==> src/hdl/iplog_pkg.sv <==
// Shared types, constants and microcode table of the integer power and floor log core.
`timescale 1ns / 1ps

package iplog_pkg;

  // Operand and answer width
  localparam int DW    = 32;
  localparam int CntW  = $clog2(DW);
  localparam int StepW = 4;

  // Operation codes
  localparam logic OP_POWER = 1'b0;
  localparam logic OP_LOG   = 1'b1;

  // Microcode step addresses
  localparam logic [StepW-1:0] S_START    = 4'd0;
  localparam logic [StepW-1:0] S_PW_ZERO  = 4'd1;
  localparam logic [StepW-1:0] S_PW_NEG   = 4'd2;
  localparam logic [StepW-1:0] S_PW_LOOP  = 4'd3;
  localparam logic [StepW-1:0] S_PW_SQR   = 4'd4;
  localparam logic [StepW-1:0] S_RET_ACC  = 4'd5;
  localparam logic [StepW-1:0] S_RET_ZERO = 4'd6;
  localparam logic [StepW-1:0] S_LG_CHK   = 4'd7;
  localparam logic [StepW-1:0] S_LG_MUL   = 4'd8;
  localparam logic [StepW-1:0] S_LG_STEP  = 4'd9;
  localparam logic [StepW-1:0] S_RET_E    = 4'd10;
  localparam logic [StepW-1:0] S_RET_NEG1 = 4'd11;

  // Datapath actions
  typedef enum logic [3:0] {
    ACT_NONE,
    ACT_MUL_ACC_BIT,
    ACT_SQUARE,
    ACT_LOG_MUL,
    ACT_LOG_STEP,
    ACT_RET_ACC,
    ACT_RET_ZERO,
    ACT_RET_NEG1,
    ACT_RET_E
  } act_e;

  // Jump conditions
  typedef enum logic [2:0] {
    COND_NEVER,
    COND_OP_LOG,
    COND_EXP_ZERO,
    COND_EXP_NEG,
    COND_CNT_MORE,
    COND_LOG_BAD,
    COND_PROD_LE
  } cond_e;

  // One control word of the program
  typedef struct packed {
    act_e              act;
    cond_e             cond;
    logic [StepW-1:0]  target;
    logic              last;
  } uword_t;

  // Status flags from the datapath
  typedef struct packed {
    logic op_log;
    logic exp_zero;
    logic exp_neg;
    logic cnt_more;
    logic log_bad;
    logic prod_le;
  } flags_t;

  // Control from the sequencer to the datapath
  typedef struct packed {
    logic busy;
    logic fire;
    logic taken;
    act_e act;
  } ctrl_t;

  // Return steps leave the program and fill the answer register
  function automatic logic is_ret(act_e a);
    return (a == ACT_RET_ACC) || (a == ACT_RET_ZERO) ||
           (a == ACT_RET_NEG1) || (a == ACT_RET_E);
  endfunction

  // Microcode program
  function automatic uword_t urom(logic [StepW-1:0] step);
    uword_t w;
    w = '{act: ACT_RET_NEG1, cond: COND_NEVER, target: S_START, last: 1'b1};
    case (step)
      S_START:    w = '{act: ACT_NONE,        cond: COND_OP_LOG,   target: S_LG_CHK,   last: 1'b0};
      S_PW_ZERO:  w = '{act: ACT_NONE,        cond: COND_EXP_ZERO, target: S_RET_ACC,  last: 1'b0};
      S_PW_NEG:   w = '{act: ACT_NONE,        cond: COND_EXP_NEG,  target: S_RET_ZERO, last: 1'b0};
      S_PW_LOOP:  w = '{act: ACT_MUL_ACC_BIT, cond: COND_NEVER,    target: S_START,    last: 1'b0};
      S_PW_SQR:   w = '{act: ACT_SQUARE,      cond: COND_CNT_MORE, target: S_PW_LOOP,  last: 1'b0};
      S_RET_ACC:  w = '{act: ACT_RET_ACC,     cond: COND_NEVER,    target: S_START,    last: 1'b1};
      S_RET_ZERO: w = '{act: ACT_RET_ZERO,    cond: COND_NEVER,    target: S_START,    last: 1'b1};
      S_LG_CHK:   w = '{act: ACT_NONE,        cond: COND_LOG_BAD,  target: S_RET_NEG1, last: 1'b0};
      S_LG_MUL:   w = '{act: ACT_LOG_MUL,     cond: COND_NEVER,    target: S_START,    last: 1'b0};
      S_LG_STEP:  w = '{act: ACT_LOG_STEP,    cond: COND_PROD_LE,  target: S_LG_MUL,   last: 1'b0};
      S_RET_E:    w = '{act: ACT_RET_E,       cond: COND_NEVER,    target: S_START,    last: 1'b1};
      S_RET_NEG1: w = '{act: ACT_RET_NEG1,    cond: COND_NEVER,    target: S_START,    last: 1'b1};
      default:    w = '{act: ACT_RET_NEG1,    cond: COND_NEVER,    target: S_START,    last: 1'b1};
    endcase
    return w;
  endfunction

endpackage

==> src/hdl/iplog_seq.sv <==
// Microcode sequencer: step counter, program table and conditional jumps.
`timescale 1ns / 1ps

module iplog_seq (
  input  logic            clk_i,
  input  logic            rst_ni,
  input  logic            start_i,
  input  logic            hold_i,
  input  iplog_pkg::flags_t flags_i,
  output iplog_pkg::ctrl_t  ctrl_o
);
  import iplog_pkg::*;

  logic             busy_q, busy_d;
  logic [StepW-1:0] step_q, step_d;
  uword_t           word;
  logic             taken;
  logic             fire;

  // Fetch the current control word
  assign word = urom(step_q);

  // Evaluate the jump condition
  always_comb begin
    case (word.cond)
      COND_NEVER:    taken = 1'b0;
      COND_OP_LOG:   taken = flags_i.op_log;
      COND_EXP_ZERO: taken = flags_i.exp_zero;
      COND_EXP_NEG:  taken = flags_i.exp_neg;
      COND_CNT_MORE: taken = flags_i.cnt_more;
      COND_LOG_BAD:  taken = flags_i.log_bad;
      COND_PROD_LE:  taken = flags_i.prod_le;
      default:       taken = 1'b0;
    endcase
  end

  assign fire = busy_q && !hold_i;

  // Advance, jump, hold or leave the program
  always_comb begin
    busy_d = busy_q;
    step_d = step_q;
    if (!busy_q) begin
      if (start_i) begin
        busy_d = 1'b1;
        step_d = S_START;
      end
    end else if (fire) begin
      if (word.last) begin
        busy_d = 1'b0;
      end else if (taken) begin
        step_d = word.target;
      end else begin
        step_d = step_q + StepW'(1);
      end
    end
  end

  always_ff @(posedge clk_i or negedge rst_ni) begin
    if (!rst_ni) begin
      busy_q <= 1'b0;
      step_q <= S_START;
    end else begin
      busy_q <= busy_d;
      step_q <= step_d;
    end
  end

  assign ctrl_o = '{busy: busy_q, fire: fire, taken: taken, act: word.act};

endmodule

==> src/hdl/integer_power_and_floor_log_core.sv <==
// Top level of the integer power and floor log core: handshakes and datapath.
//
//   channel | direction | handshake             | payload
//   --------+-----------+-----------------------+-------------------------------------
//   in      | input     | in_valid_i/in_ready_o | opcode_i, first_operand_i, second_operand_i
//   out     | output    | out_valid_o/out_ready_i | answer_o
//
// Power runs 32 square-and-multiply rounds, each a multiply step and a square step on the
// shared 32x32 multiplier; a zero exponent or a negative one returns without a round.
// Floor log runs one multiply and one compare per round until the product passes the number,
// or returns -1 for an invalid pair. One request is in flight at a time; a new one transfers
// the cycle after the answer is written to the output register, even while that answer waits.
// Reset clears the sequencer and the output valid; a stalled answer holds the program.
`timescale 1ns / 1ps

module integer_power_and_floor_log_core (
  input  logic                           clk_i,
  input  logic                           rst_ni,
  input  logic                           in_valid_i,
  output logic                           in_ready_o,
  input  logic                           opcode_i,
  input  logic signed [iplog_pkg::DW-1:0] first_operand_i,
  input  logic signed [iplog_pkg::DW-1:0] second_operand_i,
  output logic                           out_valid_o,
  input  logic                           out_ready_i,
  output logic signed [iplog_pkg::DW-1:0] answer_o
);
  import iplog_pkg::*;

  logic              op_q;
  logic [DW-1:0]     a_q;
  logic [DW-1:0]     b_q;
  logic [DW-1:0]     acc_q;
  logic [CntW-1:0]   e_q;
  logic [CntW-1:0]   cnt_q;
  logic [2*DW-1:0]   prod_q;
  logic              out_valid_q;
  logic [DW-1:0]     answer_q;

  logic              start;
  logic              hold;
  flags_t            flags;
  ctrl_t             ctrl;
  logic [DW-1:0]     mul_x;
  logic [2*DW-1:0]   mul_p;

  // Accept a request only when no program runs
  assign in_ready_o = !ctrl.busy;
  assign start      = in_valid_i && in_ready_o;

  // Hold a return step while the output register is full
  assign hold = is_ret(ctrl.act) && out_valid_q && !out_ready_i;

  // Status flags for the jump conditions
  assign flags.op_log   = (op_q == OP_LOG);
  assign flags.exp_zero = (b_q == '0);
  assign flags.exp_neg  = b_q[DW-1];
  assign flags.cnt_more = (cnt_q != CntW'(DW - 1));
  assign flags.log_bad  = a_q[DW-1] || (a_q < DW'(2)) || b_q[DW-1] || (b_q == '0);
  assign flags.prod_le  = (prod_q <= {{DW{1'b0}}, b_q});

  iplog_seq u_seq (
    .clk_i   (clk_i),
    .rst_ni  (rst_ni),
    .start_i (start),
    .hold_i  (hold),
    .flags_i (flags),
    .ctrl_o  (ctrl)
  );

  // Shared multiplier: square the base or multiply the accumulator by it
  assign mul_x = (ctrl.act == ACT_SQUARE) ? a_q : acc_q;
  assign mul_p = {{DW{1'b0}}, mul_x} * {{DW{1'b0}}, a_q};

  // Load operands on transfer, then execute the current control word
  always_ff @(posedge clk_i) begin
    if (start) begin
      op_q  <= opcode_i;
      a_q   <= first_operand_i;
      b_q   <= second_operand_i;
      acc_q <= DW'(1);
      e_q   <= '0;
      cnt_q <= '0;
    end else if (ctrl.fire) begin
      case (ctrl.act)
        ACT_MUL_ACC_BIT: begin
          if (b_q[0]) begin
            acc_q <= mul_p[DW-1:0];
          end
        end
        ACT_SQUARE: begin
          a_q   <= mul_p[DW-1:0];
          b_q   <= b_q >> 1;
          cnt_q <= cnt_q + CntW'(1);
        end
        ACT_LOG_MUL: begin
          prod_q <= mul_p;
        end
        ACT_LOG_STEP: begin
          if (ctrl.taken) begin
            acc_q <= prod_q[DW-1:0];
            e_q   <= e_q + CntW'(1);
          end
        end
        ACT_RET_ACC:  answer_q <= acc_q;
        ACT_RET_ZERO: answer_q <= '0;
        ACT_RET_NEG1: answer_q <= '1;
        ACT_RET_E:    answer_q <= {{(DW-CntW){1'b0}}, e_q};
        default: begin
        end
      endcase
    end
  end

  // Output valid: set by a return step, drop on transfer
  always_ff @(posedge clk_i or negedge rst_ni) begin
    if (!rst_ni) begin
      out_valid_q <= 1'b0;
    end else if (ctrl.fire && is_ret(ctrl.act)) begin
      out_valid_q <= 1'b1;
    end else if (out_ready_i) begin
      out_valid_q <= 1'b0;
    end
  end

  assign out_valid_o = out_valid_q;
  assign answer_o    = answer_q;

endmodule

==> config.mk <==
export PLATFORM = sky130hd
export DESIGN_NAME = integer_power_and_floor_log_core
export DESIGN_NICKNAME = d
export VERILOG_FILES = /design/src/hdl/iplog_pkg.sv /design/src/hdl/iplog_seq.sv /design/src/hdl/integer_power_and_floor_log_core.sv
export SDC_FILE = /design/constraint.sdc
export NUM_CORES = 2
export LEC_CHECK = 0
export ABC_AREA = 1
export BUFFER_PORTS_ARGS = -buffer_cell sky130_fd_sc_hd__buf_2
export CAP_MARGIN = 20
export CORE_ASPECT_RATIO = 0.9
export CORE_MARGIN = 10
export CORE_UTILIZATION = 50
export DETAILED_ROUTE_END_ITERATION = 7
export HOLD_SLACK_MARGIN = 0.05
export PLACE_DENSITY = 0.72
export SLEW_MARGIN = 40
export SYNTH_ARGS = -nofsm -noshare
export SYNTH_HDL_FRONTEND = slang
export SYNTH_SLANG_ARGS = --single-unit
export TNS_END_PERCENT = 50
==> constraint.sdc <==
create_clock -name clk_i -period 10.62 [get_ports clk_i]
set_clock_uncertainty 0.15 [all_clocks]
set_input_delay 0.531 -clock clk_i [delete_from_list [all_inputs] [get_ports clk_i]]
set_output_delay 0.531 -clock clk_i [all_outputs]
set_load 0.1 [all_outputs]
==> reports/qor.yml <==
clocking:
  cts_buffer_depth: 3
  cts.root.buffer_cell: "clkbuf_16"
  cts_made_buffers: 24
  clk_pin_slew_worst_paths_ns: 0.06
  post_cts.repair.setup_buffers: 0
  cts_tree: "yes"
  cts_htree_levels: 1
  clkSinkCount: 209
  clock_insertion_delay_worst_skew_ns: 0.57
drt:
  met3WireLength_mm: 24.52
  drt-wirelength-per-cell_um: 23.98
  drt_drc_violations_left: 2
  antenna_violating_nets_post_route: 0
  dr_wl_met2_mm: 60.53
  route.top_layer_used: "met5"
  routed-via-count: 35393
  detailedRoute.firstPassIterationCount: 8
  vias_per_cell: 5.658
  met1_length_mm: 57.62
  wirelength_mm: 150.0
  initialDrtViolationCount: 4456
worst_setup_path:
  biggest_cell_delay_along_the_critical_path_ns: 0.58
  cp_data_arrival_time_ns: 10.30
  critical_path_slowest_stage_cell: "fa_1"
  cp_data_required_time_ns: 10.79
  critical_setup_path_kind: "reg2reg"
  crit_path_max_fo: 31
  cpMostUsedCell: "fa_1"
  critPathCaptureType: "flop"
  worstSetupStartpointType: "flop"
synthesis:
  netlist-cell-type-count: 51
  async_sr_flop_fraction_pct: 2.871
  syn_avg_cell_area_um2: 8.466
  synth.ff_latch_count: 209
  ys_dominant_reg_cell: "edfxtp_1"
  synth_edf_count: 161
  mappedNetlistArea_mm2: 0.04289
  seq_area_frac_synth_pct: 13.58
  synth.largest_area_cell: "fa_1"
  post_synth_top_cells: "inv_1, fa_1, nand2_1, nor2_1, ha_1"
  synth_top_cell_area_share_pct: 41.82
  synthesis.instances: 5066
  yosys_warnings: 0
  synth_area_leaders: "fa_1, edfxtp_1, inv_1"
  synth.most_common_cell: "inv_1"
  synthesis.nets: 6335
sta:
  setup_total_negative_slack_ns: 0
  setup_violations: 0
  highest_attainable_clock_frequency_ghz: 0.09869
  max_slew.worst_pin.slew_ns: 0.9714
  post-route-min-period_ns: 10.13
  slew-limit-headroom_pct: 35.24
  min_period_over_period_pct: 95.41
  hold_violations: 0
  maxSlewViolCount: 0
  grt_setup_unrepaired: "false"
finish:
  areaGrowthSynthToFinish_pct: 6.418
  post_route_cells_drive_above_1_share_pct: 6.658
  insertedDiodeCount: 0
  nets: 6373
flow_run:
  maxCapViolCount: 0
floorplan:
  ios: 103
  dieWidth_um: 328.7
  placementRows: 101
  coreArea_mm2: 0.08467
  fp.dieArea_mm2: 0.09791
  die_height_um: 297.9
  initial_core_util_pct: 50.66
placed_design:
  io_buffers: 102
  hpwlAfterDp_mm: 123.6
  gp_congestion: 1.046
grt:
  grt_use_total_pct: 30.78
  first_global_vias: 36654
  antenna_found_initial: 3
  grt_pass1_wl_mm: 227.4
  globalRoute.totalOverflow: 0
  maximum_number_of_pins_on_one_net_before_global_route_repair: 100
run_status:
  violations: "design-rule violations"
  result_of_the_run: "finished with violations"
hold_path:
  hp-class: "in2reg"
logic make-up after synthesis:
logic type / after synthesis / synth area share (%)
AND/OR/NAND/NOR: 1868 / 17.14
buffers and inverters: 1359 / 12.40
adder cells (fa/ha/maj): 1200 / 50.69
AO/OA/AOI/OAI: 379 / 5.126
flip-flops: 209 / 13.58
XOR/XNOR: 44 / 0.8985
multiplexers: 7 / 0.1634
metal layers:
metal | vias up | global-route usage [%]
li1 | 15087 | -
met1 | 17478 | 42.04
met2 | 2425 | 43.39
met3 | 399 | 12.60
met4 | 4 | 11.26
met5 | - | 0
path summary, 6_finish.rpt:
kind | cells past startpoint | start | to | slack [ns]
hold / removal | 3 | first_operand_i[27] | a_q[27] | 0.08
max in group asynchronous | 2 | rst_ni | u_seq.step_q[2] | 9.92
setup reg to reg | 35 | u_seq.step_q[0] | prod_q[55] | 0.49
min in group asynchronous | 2 | rst_ni | u_seq.step_q[3] | 0.23
hold reg to reg | 2 | acc_q[0] | acc_q[0] | 0.32
setup / recovery | 35 | u_seq.step_q[0] | prod_q[55] | 0.49
through the flow:
step	instances	hold WS, ns	worst slack [ns]	util (%)	area (um^2)
final	6255	0.08209	0.4876	53.91	45640
after global routing	6255	0.09222	0.04608	53.91	45640
after global placement	6205	0.2147	0.7445	52.83	44730
after CTS	6254	0.07393	0.6589	53.89	45620
after floorplan	5066	0.08541	2.244	-	42890
after detailed placement	6207	0.2201	0.7239	52.88	44770
final cells by class:
type	instances	area (um^2)
timing repair buffer	228	1504
clock buffer	28	615.6
fill	7849	39030
multi-input combinational	3498	31780
sequential	209	5826
tap	1133	1418
inverter	1143	4293
clock inverter	16	203.9
critical path: cells and delay by family (launching register included):
family / cells / cell delay [ns]
buf+inv: 6 / 1.08
compound gates: 8 / 1.78
simple gates: 11 / 1.43
fa+ha+maj: 10 / 4.98
flops: 1 / 0.46
timing repair:
action	in CTS	in global routing
gates resized for setup	0	0
hold buffers	3	0
hold endpoints to repair	8	0
cells in the final DEF (no fill, tap or decap), types with 28 or more instances in the layout:
cell	count
nor2_1	800
nand2_1	892
xor2_1	30
ha_1	304
edfxtp_1	161
inv_1	1096
nand3_1	95
fa_1	896
buf_4	117
buf_2	102
a21oi_1	138
nand4_1	28
dfxtp_1	42
o21ai_0	139
state kept, by name, summed over array words and instances, names as in the netlist, 4 cells and up:
| register | cells |
|---|---|
| a_q | 32 |
| acc_q | 32 |
| answer_o | 32 |
| b_q | 32 |
| cnt_q | 5 |
| e_q | 5 |
| prod_q | 64 |
| u_seq.step_q | 4 |
Power is not shown: default switching activity piles up to over one toggle a cycle in this logic, so the estimate is an artifact.
